### src/hdl/otmt_pkg.sv
// Shared types and constants for the OpenTherm Manchester transceiver.
package otmt_pkg;

    // Width of the listen timeout counter
    localparam int unsigned TIMEOUT_BITS = 16;

    // Bit counter value that marks the stop bit position
    localparam logic [5:0] LAST_POS = 6'd33;

    // Reset value of the listen timeout register
    localparam logic [15:0] TIMEOUT_RESET = 16'd4000;

    typedef enum logic [1:0] {
        CMD_TICK   = 2'd0,
        CMD_LISTEN = 2'd1,
        CMD_SEND   = 2'd2,
        CMD_STOP   = 2'd3
    } cmd_t;

    typedef enum logic [2:0] {
        M_IDLE     = 3'd0,
        M_LISTEN   = 3'd1,
        M_READ     = 3'd2,
        M_RECEIVED = 3'd3,
        M_WRITE    = 3'd4,
        M_SENT     = 3'd5,
        M_PROTO    = 3'd6,
        M_TIMEOUT  = 3'd7
    } mode_t;

    typedef enum logic [2:0] {
        E_NONE      = 3'd0,
        E_NO_MID    = 3'd1,
        E_NO_CHANGE = 3'd2,
        E_PARITY    = 3'd3,
        E_STOP      = 3'd4
    } err_t;

    typedef enum logic [1:0] {
        RATE_STOPPED  = 2'd0,
        RATE_FIVE_BIT = 2'd1,
        RATE_TWO_BIT  = 2'd2
    } rate_t;

endpackage

### src/hdl/otmt_if.sv
// Valid/ready channel interfaces for commands, results and configuration.
interface otmt_req_if;
    logic        valid;
    logic        ready;
    logic [1:0]  command;
    logic        line_level;
    logic [31:0] send_data;

    modport source (output valid, output command, output line_level, output send_data,
                    input ready);
    modport sink (input valid, input command, input line_level, input send_data,
                  output ready);
endinterface

interface otmt_rsp_if;
    logic        valid;
    logic        ready;
    logic        out_level;
    logic [2:0]  status;
    logic [2:0]  error_code;
    logic [31:0] received_data;
    logic [1:0]  tick_rate;

    modport source (output valid, output out_level, output status, output error_code,
                    output received_data, output tick_rate, input ready);
    modport sink (input valid, input out_level, input status, input error_code,
                  input received_data, input tick_rate, output ready);
endinterface

interface otmt_cfg_if;
    logic        valid;
    logic        ready;
    logic [15:0] data;

    modport source (output valid, output data, input ready);
    modport sink (input valid, input data, output ready);
endinterface

### src/hdl/opentherm_manchester_transceiver_core.sv
// OpenTherm Manchester transceiver core: every command or tick transfer yields one result
// transfer that shows line drive, status, error, frame and requested tick rate after the
// update. One item is taken per clock and its result is offered from the following cycle;
// the state registers double as the result register, so a new item is taken in the same
// cycle the pending result is transferred, and only a stalled result holds off the command
// channel. The timeout register is written through the configuration channel, which is
// always ready.
module opentherm_manchester_transceiver_core (
    input  logic       clk,
    input  logic       rst_n,
    otmt_req_if.sink   req,
    otmt_rsp_if.source rsp,
    otmt_cfg_if.sink   cfg
);
    import otmt_pkg::*;

    logic [15:0]             timeout_ticks_reg;
    mode_t                   mode_reg, mode_next;
    err_t                    err_reg, err_next;
    logic [31:0]             frame_reg, frame_next;
    logic [5:0]              bit_idx_reg, bit_idx_next;
    logic                    half_reg, half_next;
    logic [8:0]              hist_reg, hist_next;
    logic [TIMEOUT_BITS-1:0] tmo_left_reg, tmo_left_next;
    logic                    drive_reg, drive_next;
    logic                    rsp_valid_reg;

    logic  accept;
    cmd_t  cmd;
    logic  last_smp;
    logic  long_run;
    logic  tx_bit;

    // Take a new item whenever the result slot is free or being drained
    assign req.ready = !rsp_valid_reg || rsp.ready;
    assign accept    = req.valid && req.ready;
    assign cmd       = cmd_t'(req.command);
    assign cfg.ready = 1'b1;

    assign last_smp = hist_reg[0];
    assign long_run = |hist_reg[8:4];

    // Select the transmit bit: start, stop and out-of-range positions send one
    always_comb
    begin
        if (bit_idx_reg == LAST_POS || bit_idx_reg == 6'd0 || bit_idx_reg > 6'd32)
        begin
            tx_bit = 1'b1;
        end
        else
        begin
            tx_bit = frame_reg[5'(bit_idx_reg - 6'd1)];
        end
    end

    // Next state for one command or tick
    always_comb
    begin
        mode_next     = mode_reg;
        err_next      = err_reg;
        frame_next    = frame_reg;
        bit_idx_next  = bit_idx_reg;
        half_next     = half_reg;
        hist_next     = hist_reg;
        tmo_left_next = tmo_left_reg;
        drive_next    = drive_reg;
        unique case (cmd)
            CMD_LISTEN:
            begin
                tmo_left_next = TIMEOUT_BITS'(timeout_ticks_reg);
                bit_idx_next  = 6'd0;
                err_next      = E_NONE;
                mode_next     = M_LISTEN;
            end
            CMD_SEND:
            begin
                frame_next   = req.send_data;
                half_next    = 1'b1;
                bit_idx_next = LAST_POS;
                err_next     = E_NONE;
                mode_next    = M_WRITE;
            end
            CMD_STOP:
            begin
                mode_next = M_IDLE;
            end
            CMD_TICK:
            begin
                unique case (mode_reg)
                    M_LISTEN:
                    begin
                        if (tmo_left_reg == '0)
                        begin
                            mode_next = M_TIMEOUT;
                        end
                        else
                        begin
                            if (req.line_level)
                            begin
                                frame_next   = '0;
                                bit_idx_next = 6'd0;
                                mode_next    = M_READ;
                                hist_next    = 9'd1;
                                half_next    = 1'b1;
                            end
                            tmo_left_next = tmo_left_reg - 1'b1;
                        end
                    end
                    M_READ:
                    begin
                        if (req.line_level != last_smp)
                        begin
                            if (half_reg && long_run)
                            begin
                                mode_next = M_PROTO;
                                err_next  = E_NO_MID;
                            end
                            else if (half_reg || long_run)
                            begin
                                // Mid-bit transition: a data point
                                if (bit_idx_reg == LAST_POS)
                                begin
                                    if (!last_smp)
                                    begin
                                        mode_next = M_PROTO;
                                        err_next  = E_STOP;
                                    end
                                    else if (!(^frame_reg))
                                    begin
                                        mode_next = M_RECEIVED;
                                    end
                                    else
                                    begin
                                        mode_next = M_PROTO;
                                        err_next  = E_PARITY;
                                    end
                                end
                                else
                                begin
                                    frame_next   = {frame_reg[30:0], last_smp};
                                    bit_idx_next = bit_idx_reg + 6'd1;
                                    half_next    = 1'b0;
                                    hist_next    = {7'd0, 1'b1, req.line_level};
                                end
                            end
                            else
                            begin
                                // Boundary transition
                                half_next = 1'b1;
                                hist_next = {7'd0, 1'b1, req.line_level};
                            end
                        end
                        else if (hist_reg[8])
                        begin
                            mode_next = M_PROTO;
                            err_next  = E_NO_CHANGE;
                        end
                        else
                        begin
                            hist_next = {hist_reg[7:0], req.line_level};
                        end
                    end
                    M_WRITE:
                    begin
                        if (half_reg)
                        begin
                            drive_next = ~tx_bit;
                            half_next  = 1'b0;
                        end
                        else
                        begin
                            drive_next = tx_bit;
                            if (bit_idx_reg == 6'd0)
                            begin
                                mode_next = M_SENT;
                            end
                            bit_idx_next = bit_idx_reg - 6'd1;
                            half_next    = 1'b1;
                        end
                    end
                    default:
                    begin
                        mode_next = mode_reg;
                    end
                endcase
            end
            default:
            begin
                mode_next = mode_reg;
            end
        endcase
    end

    // Drive the result fields from the state
    always_comb
    begin
        rsp.valid         = rsp_valid_reg;
        rsp.out_level     = drive_reg;
        rsp.status        = mode_reg;
        rsp.error_code    = err_reg;
        rsp.received_data = frame_reg;
        priority if (mode_reg == M_LISTEN || mode_reg == M_READ)
        begin
            rsp.tick_rate = RATE_FIVE_BIT;
        end
        else if (mode_reg == M_WRITE)
        begin
            rsp.tick_rate = RATE_TWO_BIT;
        end
        else
        begin
            rsp.tick_rate = RATE_STOPPED;
        end
    end

    // Advance the state on each accepted item
    always_ff @(posedge clk or negedge rst_n)
    begin
        if (!rst_n)
        begin
            mode_reg     <= M_IDLE;
            err_reg      <= E_NONE;
            frame_reg    <= '0;
            bit_idx_reg  <= '0;
            half_reg     <= 1'b1;
            hist_reg     <= 9'd1;
            tmo_left_reg <= '0;
            drive_reg    <= 1'b1;
        end
        else if (accept)
        begin
            mode_reg     <= mode_next;
            err_reg      <= err_next;
            frame_reg    <= frame_next;
            bit_idx_reg  <= bit_idx_next;
            half_reg     <= half_next;
            hist_reg     <= hist_next;
            tmo_left_reg <= tmo_left_next;
            drive_reg    <= drive_next;
        end
    end

    // Hold the result until transferred
    always_ff @(posedge clk or negedge rst_n)
    begin
        if (!rst_n)
        begin
            rsp_valid_reg <= 1'b0;
        end
        else if (accept)
        begin
            rsp_valid_reg <= 1'b1;
        end
        else if (rsp.ready)
        begin
            rsp_valid_reg <= 1'b0;
        end
    end

    // Load the listen timeout
    always_ff @(posedge clk or negedge rst_n)
    begin
        if (!rst_n)
        begin
            timeout_ticks_reg <= TIMEOUT_RESET;
        end
        else if (cfg.valid && cfg.ready)
        begin
            timeout_ticks_reg <= cfg.data;
        end
    end

`ifndef SYNTHESIS
    a_send_loads: assert property (@(posedge clk) disable iff (!rst_n)
        (accept && cmd == CMD_SEND) |=> (mode_reg == M_WRITE && bit_idx_reg == LAST_POS))
        else $error("send transfer did not arm the transmitter");

    a_proto_has_err: assert property (@(posedge clk) disable iff (!rst_n)
        (mode_reg == M_PROTO) |-> (err_reg != E_NONE))
        else $error("protocol error status without an error code");

    a_read_idx: assert property (@(posedge clk) disable iff (!rst_n)
        (mode_reg == M_READ) |-> (bit_idx_reg <= LAST_POS))
        else $error("receive bit counter past the stop bit");

    a_state_held: assert property (@(posedge clk) disable iff (!rst_n)
        !accept |=> ($stable(mode_reg) && $stable(frame_reg) && $stable(drive_reg)))
        else $error("state changed without an accepted item");
`endif

endmodule
### src/flat_wrapper.sv
// flat-port wrapper written by rule: the top's interface ports become plain ports
module opentherm_manchester_transceiver_core_flat import otmt_pkg::*;
  (clk, rst_n, req_valid, req_command, req_line_level, req_send_data, req_ready, rsp_valid, rsp_out_level, rsp_status, rsp_error_code, rsp_received_data, rsp_tick_rate, rsp_ready, cfg_valid, cfg_data, cfg_ready);
  otmt_req_if req_i ();
  otmt_rsp_if rsp_i ();
  otmt_cfg_if cfg_i ();
  input  logic clk;
  input  logic rst_n;
  input wire logic [$bits(req_i.valid)-1:0] req_valid;
  input wire logic [$bits(req_i.command)-1:0] req_command;
  input wire logic [$bits(req_i.line_level)-1:0] req_line_level;
  input wire logic [$bits(req_i.send_data)-1:0] req_send_data;
  output wire logic [$bits(req_i.ready)-1:0] req_ready;
  output wire logic [$bits(rsp_i.valid)-1:0] rsp_valid;
  output wire logic [$bits(rsp_i.out_level)-1:0] rsp_out_level;
  output wire logic [$bits(rsp_i.status)-1:0] rsp_status;
  output wire logic [$bits(rsp_i.error_code)-1:0] rsp_error_code;
  output wire logic [$bits(rsp_i.received_data)-1:0] rsp_received_data;
  output wire logic [$bits(rsp_i.tick_rate)-1:0] rsp_tick_rate;
  input wire logic [$bits(rsp_i.ready)-1:0] rsp_ready;
  input wire logic [$bits(cfg_i.valid)-1:0] cfg_valid;
  input wire logic [$bits(cfg_i.data)-1:0] cfg_data;
  output wire logic [$bits(cfg_i.ready)-1:0] cfg_ready;
  assign req_i.valid = req_valid;
  assign req_i.command = req_command;
  assign req_i.line_level = req_line_level;
  assign req_i.send_data = req_send_data;
  assign req_ready = req_i.ready;
  assign rsp_valid = rsp_i.valid;
  assign rsp_out_level = rsp_i.out_level;
  assign rsp_status = rsp_i.status;
  assign rsp_error_code = rsp_i.error_code;
  assign rsp_received_data = rsp_i.received_data;
  assign rsp_tick_rate = rsp_i.tick_rate;
  assign rsp_i.ready = rsp_ready;
  assign cfg_i.valid = cfg_valid;
  assign cfg_i.data = cfg_data;
  assign cfg_ready = cfg_i.ready;
  opentherm_manchester_transceiver_core u_core (.clk(clk), .rst_n(rst_n), .req(req_i), .rsp(rsp_i), .cfg(cfg_i));
endmodule
### config.mk
export PLATFORM = sky130hd
export DESIGN_NAME = opentherm_manchester_transceiver_core_flat
export DESIGN_NICKNAME = d
export VERILOG_FILES = /design/src/hdl/otmt_pkg.sv /design/src/hdl/otmt_if.sv /design/src/hdl/opentherm_manchester_transceiver_core.sv /design/src/flat_wrapper.sv
export SDC_FILE = /design/constraint.sdc
export NUM_CORES = 1
export LEC_CHECK = 0
export BUFFER_PORTS_ARGS = -buffer_cell sky130_fd_sc_hd__buf_4
export CELL_PAD_IN_SITES_DETAIL_PLACEMENT = 1
export CELL_PAD_IN_SITES_GLOBAL_PLACEMENT = 1
export CORE_ASPECT_RATIO = 0.6
export CORE_MARGIN = 5
export CORE_UTILIZATION = 30
export DETAILED_ROUTE_END_ITERATION = 8
export GPL_ROUTABILITY_DRIVEN = 0
export PLACE_DENSITY_LB_ADDON = 0.2
export SYNTH_ARGS = -nofsm -noshare
export SYNTH_HDL_FRONTEND = slang
export SYNTH_SLANG_ARGS = --single-unit
### constraint.sdc
create_clock -name clk -period 3.9 [get_ports clk]
set_input_delay 0.78 -clock clk [delete_from_list [all_inputs] [get_ports clk]]
set_output_delay 0.78 -clock clk [all_outputs]
set_load 0.01 [all_outputs]
==> metrics.yaml <==
run_status:
  status: "completed"
synthesis:
  synth_top_area_share_pct: 35.6
  postSynthRegisterBits: 88
  synth_xor_area_share_pct: 5.84
  synth_fa_ha_area_share_pct: 1.33
  synthArstFlopShare_pct: 100
  yosysTopAreaCell: "dfrtp_1"
  syn_area_per_cell_um2: 8.90
  synth_compound_area_share_pct: 20.3
  synth-main-ff-cell: "dfrtp_1"
  yosysSeqAreaShare_pct: 39.9
  postSynthCellCount: 624
  yosys-top-cells-area: "dfrtp_1 36%, a21oi_1 5.8%, xnor2_1 4.7%"
  netlist_area_mm2: 0.00555
  synth.area.mux_share_pct: 8.90
  synth-edff-count: 0
  syn_nets: 685
  yosysMostFrequentCell: "dfrtp_1"
  synth_top_family_by_area: "compound AO/OA/AOI/OAI gates"
  synth_commonest_cells: "79 x dfrtp_1, 68 x nand2_1, 64 x a21oi_1"
  synth_warnings: 0
  yosys.area_share.simple_pct: 19.5
  synth_cell_types: 68
worst_setup_path:
  critPathMaxFanout: 37
  critPathMostFrequentCell: "buf_4"
  path_class: "flop to flop"
  startpoint_type: "flop"
  crit_family: "compound AO/OA/AOI/OAI gates"
  slowest_delay_ns: 0.48
  worstPathArrival_ns: 3.20
  worstPathCellList: "inv_1 -> ha_1 -> or3b_1 -> nor3_2 -> buf_4 -> a31oi_1 -> o22a_1 -> o211ai_4 -> buf_4 -> nand2_1 -> o21ai_1"
  cp_slowest_cell: "or3b_1"
  critPathBufInv: 3
  worst_setup_path_end_kind: "flop"
  cp_data_required_time_ns: 4.17
timing:
  slew_headroom_pct: 35.2
  setup_violations: 0
  hold_viol_final: 0
  rsz0062_at_grt: "no"
  worst_pin_slew_ns: 0.967
  fin_crit_sh_pct: 75.3
  final_max_slew_viol_count: 0
  finalCriticalPeriod_ns: 2.94
  max_freq_mhz: 340
  skew_ns: 0.00994
  finalSetupTns_ns: 0
cts:
  path_clk_slew_ns: 0.07
  cts-buffers-inserted: 9
  cts_resized: 0
  clock_sinks: 88
  cts_tree: "yes"
  insertion_delay_ns: 0.35
  cts.path.max_buffers: 2
  cts_root_buf: "clkbuf_16"
  cts_hold_repair.buffers: 0
  htreeDepth: 3
  cts_setup_buffers: 0
power_and_ir_drop:
  p_clk_share_pct: 17.5
  p_int_w: 0.00294
  ir_drop_uv: 321
  swShare_pct: 44.0
  combPwrFrac_pct: 50.1
  power_frac_seq_pct: 32.4
  p_leak_nw: 3.00
  p_per_area_mw_per_mm2: 769
  p_sw_w: 0.00231
cells_and_area:
  drive_gt1_share_pct: 24.8
  diodes: 0
  layout.nets: 761
  largest_reg_flops: 32
  final-seq-area_mm2: 0.00221
  multiInputGateArea_mm2: 0.00312
  syn2layout_area_growth_pct: 22.9
  fin_cells: 945
  n_fill_cell: 2095
placement:
  hpwl_mm: 13.7
  io_buffers: 98
  dp.cells: 929
grt:
  track_usage_pct: 17.4
  grt_antenna_before_repair: 0
  grt_max_degree: 51
  grt_pass1_vias: 5245
  grt_pass1_wl_mm: 29.3
  grt_overflow: 0
routing:
  wl_per_cell_um: 19.4
  first_pass_iters: 6
  drcViolationCount: 0
  ant_nets: 0
  dr_total_vias: 5153
  wl_mm: 18.3
  vias_per_cell: 5.45
  drtIter0Drc: 296
hold_path:
  hp-class: "primary input to async pin"
floorplan:
  ios: 100
  die_y_um: 115
  rows: 38
  start_util_pct: 30.7
  die_area_mm2: 0.0214
  core-area_mm2: 0.0181
  die_w_um: 186
run:
  cap_violations: 0
final cells by class:
class	instances	share of cell area (%)
Multi-Input combinational cell	476	45.7
Sequential cell	88	32.4
Timing Repair Buffer	109	12.0
Tap cell	240	4.40
Clock buffer	10	3.50
Clock inverter	6	1.06
Inverter	16	0.880
worst paths after layout:
path	startpoint	endpoint	slack (ns)	cells after the start
max	u_core.tmo_left_reg[0]	u_core.rsp.received_data[8]	0.96	11
min	rst_n	u_core.rsp.received_data[31]	0.44	1
max reg2reg	u_core.tmo_left_reg[0]	u_core.rsp.received_data[8]	0.96	11
min reg2reg	u_core.rsp.out_level	u_core.rsp.out_level	0.50	2
max in group asynchronous	rst_n	u_core.timeout_ticks_reg[11]	2.63	2
min in group clk	u_core.rsp.out_level	u_core.rsp.out_level	0.50	2
through the flow:
stage               utilization [%]  hold WS [ns]  setup slack [ns]  area [um2]  power, W
global route                   37.7         0.479             0.764        6820   0.00559
finish                         37.7         0.439             0.961        6820   0.00525
global placement               36.0         0.476              1.01        6510   0.00426
CTS                            37.7         0.450             0.956        6820   0.00529
floorplan                         -         0.458             0.944        5550   0.00348
detailed placement             36.0         0.498             0.997        6510   0.00434
metal layers:
layer  wire (um)  vias to the layer above  part of all wire (%)  GRT usage, %
li1            -                     2404                     -             -
met1        9730                     2616                    53          27.4
met2        7560                      116                    41          24.6
met3         867                       17                   4.7          3.60
met4         156                        0                  0.85          3.54
met5           0                        -                     0             0
cell families after synthesis:
kind of cell / count (synthesis)
other cells: 1
buf+inv: 60
simple gates: 211
flops: 88
fa+ha+maj: 6
mux: 36
xor+xnor: 37
compound gates: 185
cell usage in the layout, fill, tap and decap left out, drive strengths merged, types with 7 or more instances in the layout:
cell type	synthesis	final
xnor2	30	30
nand2b	10	10
buf	7	109
mux2	17	17
a21oi	64	64
mux2i	10	10
and3	36	36
dfstp	9	9
o31ai	10	10
inv	16	19
dfrtp	79	79
mux4	9	9
nand3	7	7
nor3	20	20
o21ai	70	70
nand2	68	68
xor2	7	7
clkbuf	37	10
nor2	40	40
power by group through the flow:
| stage | logic, W | clock network, W | registers (W) |
|---|---|---|---|
| after global placement | 0.00256 | 0 | 0.00169 |
| after detailed placement | 0.00263 | 0 | 0.00171 |
| after CTS | 0.00264 | 0.000948 | 0.00170 |
| final | 0.00263 | 0.000919 | 0.00170 |
| after global routing | 0.00285 | 0.000979 | 0.00176 |
| after floorplan | 0.00189 | 0 | 0.00159 |
worst register-to-register path: stages (launching register included):
cell and delay, ns:
dfrtp_1 0.41, inv_1 0.08, ha_1 0.21, or3b_1 0.48, nor3_2 0.23, buf_4 0.17, a31oi_1 0.09, o22a_1 0.26
o211ai_4 0.42, buf_4 0.35, nand2_1 0.08, o21ai_1 0.09
No activity file was read; power rests on OpenSTA's default activity.
